<file path="config.mk">
export PLATFORM = sky130hd
export DESIGN_NAME = synth_voice_allocator_flat
export DESIGN_NICKNAME = d
export VERILOG_FILES = /design/src/sva_pkg.sv /design/src/sva_intf.sv /design/src/synth_voice_allocator.sv /design/src/sva_lists.sv /design/src/flat_wrapper.sv
export VERILOG_INCLUDE_DIRS = /design/src /design/src/src
export SDC_FILE = /design/constraint.sdc
export NUM_CORES = 1
export LEC_CHECK = 0
export ABC_AREA = 1
export BUFFER_PORTS_ARGS = -buffer_cell sky130_fd_sc_hd__buf_2
export CORE_AREA = 4 4 114 116
export DETAILED_ROUTE_END_ITERATION = 10
export DIE_AREA = 0 0 118 120
export PLACE_DENSITY = 0.65
export SETUP_SLACK_MARGIN = 0.2
export SLEW_MARGIN = 20
export SYNTH_ARGS = -nofsm -noshare
export SYNTH_HDL_FRONTEND = slang
export SYNTH_SLANG_ARGS = --single-unit
</file>
<file path="constraint.sdc">
create_clock -name clk_i -period 3 [get_ports clk_i]
set_input_delay 0.3 -clock clk_i [delete_from_list [all_inputs] [get_ports clk_i]]
set_output_delay 0.3 -clock clk_i [all_outputs]
set_load 0.02 [all_outputs]
</file>
<file path="src/synth_voice_allocator_macros.svh">
// Assertion macros shared by the voice allocator modules.
`ifndef SYNTH_VOICE_ALLOCATOR_MACROS_SVH
`define SYNTH_VOICE_ALLOCATOR_MACROS_SVH

// General form with an explicit clock and active-low reset.
`define SVA_ASSERT(lbl, clk, rstn, prop, msg) \
  lbl: assert property (@(posedge clk) disable iff (!rstn) prop) else $error(msg);

// Short form for modules that use clk_i and rst_ni.
`define SVA_CHECK(lbl, prop, msg) `SVA_ASSERT(lbl, clk_i, rst_ni, prop, msg)

`endif

</file>
<file path="src/sva_pkg.sv">
// Types and constants of the voice allocator.
package sva_pkg;

  localparam int NUM_VOICES_DEF = 8;
  localparam int KIND_W = 2;
  localparam int VOICE_FIELD_W = 3;
  localparam int OUTCOME_W = 2;

  typedef enum logic [1:0] {
    KIND_ALLOC   = 2'd0,
    KIND_PLAY    = 2'd1,
    KIND_RELEASE = 2'd2,
    KIND_RETRIG  = 2'd3
  } kind_e;

  typedef enum logic [1:0] {
    OC_DONE    = 2'd0,
    OC_NONE    = 2'd1,
    OC_IGNORED = 2'd2
  } outcome_e;

  typedef enum logic [1:0] {
    VS_FREE     = 2'd0,
    VS_PLAYING  = 2'd1,
    VS_RELEASED = 2'd2,
    VS_ALLOC    = 2'd3
  } vstat_e;

  typedef enum logic {
    LIST_PLAY = 1'b0,
    LIST_REL  = 1'b1
  } list_sel_e;

  typedef enum logic [1:0] {
    LOP_NONE   = 2'd0,
    LOP_REMOVE = 2'd1,
    LOP_APPEND = 2'd2
  } list_op_e;

  typedef struct packed {
    list_op_e  op;
    list_sel_e sel;
    logic      take_first;
  } list_cmd_t;

  typedef enum logic [2:0] {
    S_IDLE,
    S_CHECK,
    S_SCAN,
    S_FINISH,
    S_RESP
  } state_e;

endpackage

</file>
<file path="src/sva_intf.sv">
// Handshake interfaces for the command and result channels.
interface sva_in_if;
  logic                               valid;
  logic                               ready;
  logic [sva_pkg::KIND_W-1:0]         kind;
  logic [sva_pkg::VOICE_FIELD_W-1:0]  voice_in;

  modport source (output valid, output kind, output voice_in, input ready);
  modport sink (input valid, input kind, input voice_in, output ready);
endinterface

interface sva_out_if;
  logic                               valid;
  logic                               ready;
  logic [sva_pkg::VOICE_FIELD_W-1:0]  voice_out;
  logic                               stolen;
  logic                               stolen_from_playing;
  logic [sva_pkg::OUTCOME_W-1:0]      outcome;

  modport source (output valid, output voice_out, output stolen,
                  output stolen_from_playing, output outcome, input ready);
  modport sink (input valid, input voice_out, input stolen,
                input stolen_from_playing, input outcome, output ready);
endinterface

</file>
<file path="src/synth_voice_allocator.sv">
// Top level of the voice allocator: command decode, free pool and voice status.
//
//  Channel  Direction  Payload                                            Handshake
//  in_i     sink       kind, voice_in                                     valid/ready
//  out_o    source     voice_out, stolen, stolen_from_playing, outcome    valid/ready
//
// An allocate from the free pool or a play passes from S_CHECK through S_FINISH to S_RESP.
// An ignored word or an allocate that finds nothing at all goes from S_CHECK straight to S_RESP.
// A steal, release or retrigger passes through S_SCAN, where the list scan unit scans one
// list entry a cycle, and then through S_FINISH to S_RESP.
// The block takes one word at a time; in_i is ready only while idle.
// A stalled result holds in out_o until taken. Reset needs no clearing pass.
`include "synth_voice_allocator_macros.svh"

module synth_voice_allocator #(
  parameter int NumVoices = sva_pkg::NUM_VOICES_DEF
) (
  input  logic       clk_i,
  input  logic       rst_ni,
  sva_in_if.sink     in_i,
  sva_out_if.source  out_o
);

  localparam int VoiceW = $clog2(NumVoices);
  localparam int CntW   = $clog2(NumVoices + 1);
  localparam int StDepth = 2 ** VoiceW;

  sva_pkg::vstat_e status_mem [StDepth];

  sva_pkg::state_e     state_q, state_d;
  logic [CntW-1:0]     free_cnt_q, free_cnt_d;
  sva_pkg::kind_e      kind_q, kind_d;
  logic [sva_pkg::VOICE_FIELD_W-1:0] vin_q, vin_d;
  logic [VoiceW-1:0]   voice_q, voice_d;
  logic                stolen_q, stolen_d;
  logic                from_play_q, from_play_d;
  sva_pkg::outcome_e   outcome_q, outcome_d;
  logic                app_q, app_d;
  sva_pkg::list_sel_e  app_sel_q, app_sel_d;
  sva_pkg::vstat_e     new_st_q, new_st_d;
  sva_pkg::vstat_e     st_rdata_q;

  sva_pkg::vstat_e     st_cur;
  sva_pkg::list_cmd_t  list_cmd;
  logic                list_done;
  logic [VoiceW-1:0]   list_taken;
  logic [CntW-1:0]     play_cnt;
  logic [CntW-1:0]     rel_cnt;
  logic                in_fire;
  logic                st_we;

  assign in_fire = in_i.valid && in_i.ready;

  always_comb begin
    st_cur = (CntW'(voice_q) < free_cnt_q) ? sva_pkg::VS_FREE : st_rdata_q;

    state_d     = state_q;
    free_cnt_d  = free_cnt_q;
    kind_d      = kind_q;
    vin_d       = vin_q;
    voice_d     = voice_q;
    stolen_d    = stolen_q;
    from_play_d = from_play_q;
    outcome_d   = outcome_q;
    app_d       = app_q;
    app_sel_d   = app_sel_q;
    new_st_d    = new_st_q;
    list_cmd    = '{op: sva_pkg::LOP_NONE, sel: sva_pkg::LIST_PLAY, take_first: 1'b0};
    st_we       = 1'b0;
    in_i.ready  = 1'b0;
    out_o.valid = 1'b0;

    case (state_q)
      sva_pkg::S_IDLE: begin
        in_i.ready = 1'b1;
        if (in_i.valid) begin
          kind_d      = sva_pkg::kind_e'(in_i.kind);
          vin_d       = in_i.voice_in;
          voice_d     = VoiceW'(in_i.voice_in);
          stolen_d    = 1'b0;
          from_play_d = 1'b0;
          outcome_d   = sva_pkg::OC_DONE;
          app_d       = 1'b0;
          state_d     = sva_pkg::S_CHECK;
        end
      end
      sva_pkg::S_CHECK: begin
        if (kind_q == sva_pkg::KIND_ALLOC) begin
          new_st_d = sva_pkg::VS_ALLOC;
          if (free_cnt_q != '0) begin
            free_cnt_d = free_cnt_q - 1'b1;
            voice_d    = VoiceW'(free_cnt_q - 1'b1);
            state_d    = sva_pkg::S_FINISH;
          end else if (rel_cnt != '0) begin
            list_cmd = '{op: sva_pkg::LOP_REMOVE, sel: sva_pkg::LIST_REL, take_first: 1'b1};
            stolen_d = 1'b1;
            state_d  = sva_pkg::S_SCAN;
          end else if (play_cnt != '0) begin
            list_cmd    = '{op: sva_pkg::LOP_REMOVE, sel: sva_pkg::LIST_PLAY,
                            take_first: 1'b1};
            stolen_d    = 1'b1;
            from_play_d = 1'b1;
            state_d     = sva_pkg::S_SCAN;
          end else begin
            outcome_d = sva_pkg::OC_NONE;
            voice_d   = '0;
            state_d   = sva_pkg::S_RESP;
          end
        end else if (32'(vin_q) >= NumVoices) begin
          outcome_d = sva_pkg::OC_IGNORED;
          state_d   = sva_pkg::S_RESP;
        end else if (kind_q == sva_pkg::KIND_PLAY && st_cur == sva_pkg::VS_ALLOC) begin
          app_d     = 1'b1;
          app_sel_d = sva_pkg::LIST_PLAY;
          new_st_d  = sva_pkg::VS_PLAYING;
          state_d   = sva_pkg::S_FINISH;
        end else if (kind_q == sva_pkg::KIND_RELEASE && st_cur == sva_pkg::VS_PLAYING) begin
          list_cmd  = '{op: sva_pkg::LOP_REMOVE, sel: sva_pkg::LIST_PLAY, take_first: 1'b0};
          app_d     = 1'b1;
          app_sel_d = sva_pkg::LIST_REL;
          new_st_d  = sva_pkg::VS_RELEASED;
          state_d   = sva_pkg::S_SCAN;
        end else if (kind_q == sva_pkg::KIND_RETRIG && st_cur == sva_pkg::VS_RELEASED) begin
          list_cmd  = '{op: sva_pkg::LOP_REMOVE, sel: sva_pkg::LIST_REL, take_first: 1'b0};
          app_d     = 1'b1;
          app_sel_d = sva_pkg::LIST_PLAY;
          new_st_d  = sva_pkg::VS_PLAYING;
          state_d   = sva_pkg::S_SCAN;
        end else begin
          outcome_d = sva_pkg::OC_IGNORED;
          state_d   = sva_pkg::S_RESP;
        end
      end
      sva_pkg::S_SCAN: begin
        if (list_done) begin
          if (stolen_q) begin
            voice_d = list_taken;
          end
          state_d = sva_pkg::S_FINISH;
        end
      end
      sva_pkg::S_FINISH: begin
        st_we = 1'b1;
        if (app_q) begin
          list_cmd = '{op: sva_pkg::LOP_APPEND, sel: app_sel_q, take_first: 1'b0};
        end
        state_d = sva_pkg::S_RESP;
      end
      sva_pkg::S_RESP: begin
        out_o.valid = 1'b1;
        if (out_o.ready) begin
          state_d = sva_pkg::S_IDLE;
        end
      end
      default: begin
        state_d = sva_pkg::S_IDLE;
      end
    endcase
  end

  always_ff @(posedge clk_i or negedge rst_ni) begin
    if (!rst_ni) begin
      state_q    <= sva_pkg::S_IDLE;
      free_cnt_q <= CntW'(NumVoices);
    end else begin
      state_q    <= state_d;
      free_cnt_q <= free_cnt_d;
    end
  end

  always_ff @(posedge clk_i) begin
    kind_q      <= kind_d;
    vin_q       <= vin_d;
    voice_q     <= voice_d;
    stolen_q    <= stolen_d;
    from_play_q <= from_play_d;
    outcome_q   <= outcome_d;
    app_q       <= app_d;
    app_sel_q   <= app_sel_d;
    new_st_q    <= new_st_d;
  end

  always_ff @(posedge clk_i) begin
    if (in_fire) begin
      st_rdata_q <= status_mem[VoiceW'(in_i.voice_in)];
    end
    if (st_we) begin
      status_mem[voice_q] <= new_st_q;
    end
  end

  sva_lists #(
    .NumVoices(NumVoices)
  ) u_lists (
    .clk_i      (clk_i),
    .rst_ni     (rst_ni),
    .cmd_i      (list_cmd),
    .voice_i    (voice_q),
    .done_o     (list_done),
    .taken_o    (list_taken),
    .play_cnt_o (play_cnt),
    .rel_cnt_o  (rel_cnt)
  );

  assign out_o.voice_out           = (kind_q == sva_pkg::KIND_ALLOC) ?
                                     sva_pkg::VOICE_FIELD_W'(voice_q) : vin_q;
  assign out_o.stolen              = stolen_q;
  assign out_o.stolen_from_playing = from_play_q;
  assign out_o.outcome             = outcome_q;

  `SVA_CHECK(a_top_one_word, in_i.ready |-> !out_o.valid, "Input taken while a result is pending.")
  `SVA_CHECK(a_top_free_shrinks, 1'b1 |=> (free_cnt_q <= $past(free_cnt_q)), "Free pool grew.")
  `SVA_CHECK(a_top_steal_empty, (out_o.valid && out_o.stolen) |-> (free_cnt_q == '0), "Steal with voices still free.")
  `SVA_CHECK(a_top_steal_alloc, (out_o.valid && out_o.stolen) |-> (kind_q == sva_pkg::KIND_ALLOC && out_o.outcome == sva_pkg::OC_DONE), "Steal flagged on a word that is not a granted allocate.")

endmodule

</file>
<file path="src/sva_lists.sv">
// Playing and released age lists with an entry-per-cycle removal scan.
`include "synth_voice_allocator_macros.svh"

module sva_lists #(
  parameter int NumVoices = sva_pkg::NUM_VOICES_DEF
) (
  input  logic                                clk_i,
  input  logic                                rst_ni,
  input  sva_pkg::list_cmd_t                  cmd_i,
  input  logic [$clog2(NumVoices)-1:0]        voice_i,
  output logic                                done_o,
  output logic [$clog2(NumVoices)-1:0]        taken_o,
  output logic [$clog2(NumVoices+1)-1:0]      play_cnt_o,
  output logic [$clog2(NumVoices+1)-1:0]      rel_cnt_o
);

  localparam int VoiceW = $clog2(NumVoices);
  localparam int CntW   = $clog2(NumVoices + 1);
  localparam int AddrW  = VoiceW + 1;
  localparam int Depth  = 2 ** AddrW;
  localparam logic [CntW-1:0] Full = CntW'(NumVoices);

  logic [VoiceW-1:0] mem [Depth];

  logic                busy_q, busy_d;
  logic                pend_q, pend_d;
  logic                found_q, found_d;
  logic [CntW-1:0]     rd_idx_q, rd_idx_d;
  logic [CntW-1:0]     wr_idx_q, wr_idx_d;
  logic [CntW-1:0]     play_cnt_q, play_cnt_d;
  logic [CntW-1:0]     rel_cnt_q, rel_cnt_d;
  sva_pkg::list_sel_e  sel_q;
  logic                first_q;
  logic [VoiceW-1:0]   target_q;
  logic [VoiceW-1:0]   taken_q;
  logic [VoiceW-1:0]   rdata_q;

  logic [CntW-1:0]     cur_cnt;
  logic [CntW-1:0]     app_cnt;
  logic                rd_en;
  logic                match;
  logic                copy;
  logic                finish;
  logic                app_en;
  logic                we;
  logic [AddrW-1:0]    waddr;
  logic [VoiceW-1:0]   wdata;
  logic [AddrW-1:0]    raddr;

  always_comb begin
    cur_cnt = (sel_q == sva_pkg::LIST_REL) ? rel_cnt_q : play_cnt_q;
    app_cnt = (cmd_i.sel == sva_pkg::LIST_REL) ? rel_cnt_q : play_cnt_q;
    rd_en   = busy_q && (rd_idx_q < cur_cnt);
    match   = pend_q && !found_q && (first_q || (rdata_q == target_q));
    copy    = pend_q && !match;
    finish  = busy_q && !rd_en && !pend_q;
    app_en  = (cmd_i.op == sva_pkg::LOP_APPEND) && (app_cnt != Full);
    raddr   = {sel_q, rd_idx_q[VoiceW-1:0]};

    we    = 1'b0;
    waddr = {cmd_i.sel, app_cnt[VoiceW-1:0]};
    wdata = voice_i;
    if (app_en) begin
      we = 1'b1;
    end else if (copy) begin
      we    = 1'b1;
      waddr = {sel_q, wr_idx_q[VoiceW-1:0]};
      wdata = rdata_q;
    end

    busy_d     = busy_q;
    pend_d     = rd_en;
    found_d    = found_q || match;
    rd_idx_d   = rd_en ? rd_idx_q + 1'b1 : rd_idx_q;
    wr_idx_d   = copy ? wr_idx_q + 1'b1 : wr_idx_q;
    play_cnt_d = play_cnt_q;
    rel_cnt_d  = rel_cnt_q;

    if (cmd_i.op == sva_pkg::LOP_REMOVE) begin
      busy_d   = 1'b1;
      pend_d   = 1'b0;
      found_d  = 1'b0;
      rd_idx_d = '0;
      wr_idx_d = '0;
    end
    if (app_en) begin
      if (cmd_i.sel == sva_pkg::LIST_REL) begin
        rel_cnt_d = rel_cnt_q + 1'b1;
      end else begin
        play_cnt_d = play_cnt_q + 1'b1;
      end
    end
    if (finish) begin
      busy_d = 1'b0;
      if (found_q) begin
        if (sel_q == sva_pkg::LIST_REL) begin
          rel_cnt_d = rel_cnt_q - 1'b1;
        end else begin
          play_cnt_d = play_cnt_q - 1'b1;
        end
      end
    end
  end

  always_ff @(posedge clk_i or negedge rst_ni) begin
    if (!rst_ni) begin
      busy_q     <= 1'b0;
      pend_q     <= 1'b0;
      found_q    <= 1'b0;
      rd_idx_q   <= '0;
      wr_idx_q   <= '0;
      play_cnt_q <= '0;
      rel_cnt_q  <= '0;
    end else begin
      busy_q     <= busy_d;
      pend_q     <= pend_d;
      found_q    <= found_d;
      rd_idx_q   <= rd_idx_d;
      wr_idx_q   <= wr_idx_d;
      play_cnt_q <= play_cnt_d;
      rel_cnt_q  <= rel_cnt_d;
    end
  end

  always_ff @(posedge clk_i) begin
    if (cmd_i.op == sva_pkg::LOP_REMOVE) begin
      sel_q    <= cmd_i.sel;
      first_q  <= cmd_i.take_first;
      target_q <= voice_i;
    end
    if (match) begin
      taken_q <= rdata_q;
    end
  end

  always_ff @(posedge clk_i) begin
    if (we) begin
      mem[waddr] <= wdata;
    end
    if (rd_en) begin
      rdata_q <= mem[raddr];
    end
  end

  assign done_o     = finish;
  assign taken_o    = taken_q;
  assign play_cnt_o = play_cnt_q;
  assign rel_cnt_o  = rel_cnt_q;

  `SVA_CHECK(a_lists_no_cmd_busy, busy_q |-> (cmd_i.op == sva_pkg::LOP_NONE), "List command while scanning.")
  `SVA_CHECK(a_lists_total, ({1'b0, play_cnt_q} + {1'b0, rel_cnt_q}) <= {1'b0, Full}, "Lists hold more voices than the pool.")
  `SVA_CHECK(a_lists_wr_behind, busy_q |-> (wr_idx_q <= rd_idx_q), "Compaction write overtook the read.")

endmodule
</file>
<file path="src/flat_wrapper.sv">
// flat-port wrapper written by rule: the top's interface ports become plain ports
module synth_voice_allocator_flat 
#(
  parameter int NumVoices = sva_pkg::NUM_VOICES_DEF
)
  (clk_i, rst_ni, in_i_valid, in_i_kind, in_i_voice_in, in_i_ready, out_o_valid, out_o_voice_out, out_o_stolen, out_o_stolen_from_playing, out_o_outcome, out_o_ready);
  sva_in_if in_i_i ();
  sva_out_if out_o_i ();
  input  logic clk_i;
  input  logic rst_ni;
  input wire logic [$bits(in_i_i.valid)-1:0] in_i_valid;
  input wire logic [$bits(in_i_i.kind)-1:0] in_i_kind;
  input wire logic [$bits(in_i_i.voice_in)-1:0] in_i_voice_in;
  output wire logic [$bits(in_i_i.ready)-1:0] in_i_ready;
  output wire logic [$bits(out_o_i.valid)-1:0] out_o_valid;
  output wire logic [$bits(out_o_i.voice_out)-1:0] out_o_voice_out;
  output wire logic [$bits(out_o_i.stolen)-1:0] out_o_stolen;
  output wire logic [$bits(out_o_i.stolen_from_playing)-1:0] out_o_stolen_from_playing;
  output wire logic [$bits(out_o_i.outcome)-1:0] out_o_outcome;
  input wire logic [$bits(out_o_i.ready)-1:0] out_o_ready;
  assign in_i_i.valid = in_i_valid;
  assign in_i_i.kind = in_i_kind;
  assign in_i_i.voice_in = in_i_voice_in;
  assign in_i_ready = in_i_i.ready;
  assign out_o_valid = out_o_i.valid;
  assign out_o_voice_out = out_o_i.voice_out;
  assign out_o_stolen = out_o_i.stolen;
  assign out_o_stolen_from_playing = out_o_i.stolen_from_playing;
  assign out_o_outcome = out_o_i.outcome;
  assign out_o_i.ready = out_o_ready;
  synth_voice_allocator #(.NumVoices(NumVoices)) u_core (.clk_i(clk_i), .rst_ni(rst_ni), .in_i(in_i_i), .out_o(out_o_i));
endmodule
</file>
==> qor.yml <==
status: "finished clean"
critPathTopFamily: "simple AND/OR/NAND/NOR gates"
setup_violations: 0
r2r_cells: 15
min_path_cells: 1
coreArea_sq_mm: 0.0119
stdcell_area_sq_mm: 0.00723
vias: 4480
slowest_delay_ps: 370
drtAntennaViolNets: 0
hpwl_um: 9340
drc_errors: 0
min_to: "u_core.kind_q[1]$_DFFE_PP_"
place_area_sq_mm: 0.00618
worstPathCellList: "inv_1 -> ha_4 -> nand3_2 -> nand2_4 -> nor2_4 -> a21oi_4 -> nand3_1 -> nand2_2 -> nor2_4 -> buf_4 -> nand2_4 -> nand3_1 -> nand2_4 -> nand3_2 -> nor2_4"
syn_area_sq_mm: 0.00589
ir_drop_v: 0.000558
totalWireLength_um: 13800
worstSetupEndpointType: "register"
yosys_warnings: 0
cts_max_level: 4
clock.fmax_ghz: 0.366
grt_util_all_layers_pct: 20.2
crit_path_start_kind: "register"
postSynthAreaPerCell_sq_um: 9.83
gr-total-overflow: 0
rsz0062_at_grt: "false"
die_h_um: 120
rr_startpoint: "u_core.u_lists.rel_cnt_o[0]$_DFF_PN0_"
worst-path-max-fanout: 6
cts_max_path_buffers: 2
min_period_over_period_pct: 91.0
drive_above_1_share_pct: 23.0
maxCapViolCount: 0
cts_root_buf: "clkbuf_16"
drt_first_pass_iters: 7
viasPerCell: 5.54
synthCells: 599
hold_viol: 0
clkSinkCount: 118
nNetsFinal: 671
io_pins: 18
required_ps: 3130
maxSlewHeadroom_pct: 57.7
grt_pass1_vias: 4385
start_util_pct: 49.4
fin_skew_ps: 15.0
clk_pin_slew_worst_paths_ps: 60
reg2reg_setup_slack_ps: 270
synth_seq_cells: 118
drt_iter0_markers: 336
hold_ws_ps: 68.8
power_mw: 7.95
syn_to_final_growth_pct: 22.9
n_antenna_cell: 0
cp_data_arrival_time_ps: 2860
worst_pin_slew_ps: 635
hp-start: "in_i_kind[1]"
synth_cell_types: 37
hold_path.class: "in2reg"
io_buffers: 17
p_per_area_mw_per_mm2: 1100
detail_route.wl_per_cell_um: 17.1
layout_min_cycle_time_ps: 2730
slew_violations: 0
clock_latency_ps: 420
worstSetupPathType: "reg2reg"
syn-num-nets: 622
final_common_cell: "edfxtp_1"
r2r_end: "u_core.u_lists.mem[14][2]$_DFFE_PP_"
cts_tree: "built"
antenna_found_initial: 0
cts_inserted_buffers: 17
crit_slowest_cell: "dfrtp_1"
layout_common_cells: "93 x edfxtp_1, 75 x nand2_1, 72 x nor2_1, 68 x o21ai_0, 58 x inv_1"
cp_num_buf_inv: 2
core.rowCount: 40
synth-seq-area-share_pct: 58.1
p_leak_nw: 2.91
die_w_um: 118
dieArea_sq_mm: 0.0142
gp_congestion: 0.902
grt_max_degree: 29
grt_pass1_wl_um: 22300
cells by family (layout without fill, tap and decap cells):
| group | count (synthesis) | count (layout) | share of synthesized area, % |
|---|---|---|---|
| compound gates | 116 | 116 | 11.3 |
| xor+xnor | 17 | 17 | 2.53 |
| fa+ha+maj | 14 | 14 | 2.97 |
| simple gates | 253 | 255 | 19.7 |
| buf+inv | 81 | 141 | 5.46 |
| flops | 118 | 118 | 58.1 |
cell usage after synthesis, drive strengths merged:
library cell	number	area share (%)
inv	65	4.2
o221ai	4	0.59
nor3	1	0.085
dfstp	1	0.45
nand2	106	7.9
a22o	1	0.15
nand4	5	0.79
edfxtp	93	47
nand3	38	3.3
or2	2	0.21
a21boi	3	0.38
nor2	95	6.7
o211a	1	0.17
a21oi	14	1.4
nor3b	1	0.13
clkbuf	14	0.89
xnor2	4	0.59
dfrtp	24	10
xor2	13	1.9
o22ai	14	1.5
nand3b	2	0.25
buf	2	0.38
o211ai	6	0.76
o21ai	68	5.8
a31oi	4	0.42
ha	14	3.0
nor4	3	0.32
o21a	1	0.13
worst reg2reg max path, stage by stage (launching register included):
cell and delay (ps):
dfrtp_1 370, inv_1 120, ha_4 170, nand3_2 130, nand2_4 110, nor2_4 40, a21oi_4 250, nand3_1 160
nand2_2 150, nor2_4 80, buf_4 150, nand2_4 90, nand3_1 150, nand2_4 150, nand3_2 160, nor2_4 170
power breakdown:
part           leakage [nW]  switching (mW)  internal [mW]
logic                  1.44            2.19           1.04
clock network         0.299           0.747           1.39
registers              1.16           0.239           2.34
total                  2.91            3.18           4.77
state kept, by name (all words and copies together), names as in the netlist, 2 cells and up:
name,flops
u_core.out_o.outcome,2
u_core.u_lists.wr_idx_q,3
u_core.u_lists.rdata_q,3
u_core.voice_q,3
u_core.u_lists.rel_cnt_o,4
u_core.state_q,3
u_core.u_lists.mem,48
u_core.u_lists.target_q,3
u_core.st_rdata_q,2
u_core.u_lists.taken_o,3
u_core.u_lists.play_cnt_o,4
u_core.vin_q,3
u_core.status_mem,16
u_core.u_lists.rd_idx_q,4
u_core.free_cnt_q,4
u_core.kind_q,2
u_core.new_st_q,2
worst max path at each step:
stage / startpoint / cells past startpoint / to
final: u_core.u_lists.rel_cnt_o[0]$_DFF_PN0_ / 15 / u_core.u_lists.mem[14][2]$_DFFE_PP_
after global routing: u_core.u_lists.rel_cnt_o[0]$_DFF_PN0_ / 15 / u_core.u_lists.mem[2][2]$_DFFE_PP_
after CTS: u_core.free_cnt_q[0]$_DFFE_PN0P_ / 17 / u_core.u_lists.mem[0][1]$_DFFE_PP_
after detailed placement: u_core.u_lists.rel_cnt_o[1]$_DFF_PN0_ / 16 / u_core.u_lists.mem[2][2]$_DFFE_PP_
after global placement: u_core.u_lists.rel_cnt_o[1]$_DFF_PN0_ / 16 / u_core.u_lists.mem[3][0]$_DFFE_PP_
after floorplan: u_core.u_lists.rel_cnt_o[0]$_DFF_PN0_ / 17 / u_core.u_lists.mem[0][0]$_DFFE_PP_
metal layers:
| layer | routed length [um] | up-vias | GRT usage [%] |
|---|---|---|---|
| met5 | 0 | - | 0 |
| li1 | - | 2164 | - |
| met4 | 386 | 0 | 9.82 |
| met1 | 5860 | 2132 | 24.6 |
| met2 | 6920 | 149 | 33.4 |
| met3 | 665 | 35 | 5.23 |
what timing repair did:
action                                  in CTS  in global routing
endpoints found under the hold margin       24                  0
pin swaps                                    8                 14
cloned                                       0                  2
hold buffers                                 1                  0
resized for setup                           58                 16
buffers inserted                             7                  6
endpoints found under the setup margin      96                 96
metrics by stage:
step | std cells | TNS [ps] | worst slack, ps | util [%]
after floorplan | 599 | 0 | 347 | -
after global placement | 760 | 0 | 96.6 | 51.9
after detailed placement | 760 | -265 | -35.3 | 51.9
after CTS | 800 | 0 | 225 | 59.7
after global routing | 808 | 0 | 154 | 60.7
final | 808 | 0 | 270 | 60.7
final cells by class:
| cell class | count | area [sq um] |
|---|---|---|
| Timing Repair Buffer | 44 | 290 |
| Multi-Input combinational cell | 402 | 2470 |
| Fill cell | 984 | 4680 |
| Clock inverter | 15 | 200 |
| Inverter | 65 | 249 |
| Tap cell | 147 | 184 |
| Clock buffer | 17 | 425 |
| Sequential cell | 118 | 3420 |
No activity file was read; power rests on OpenSTA's default activity.
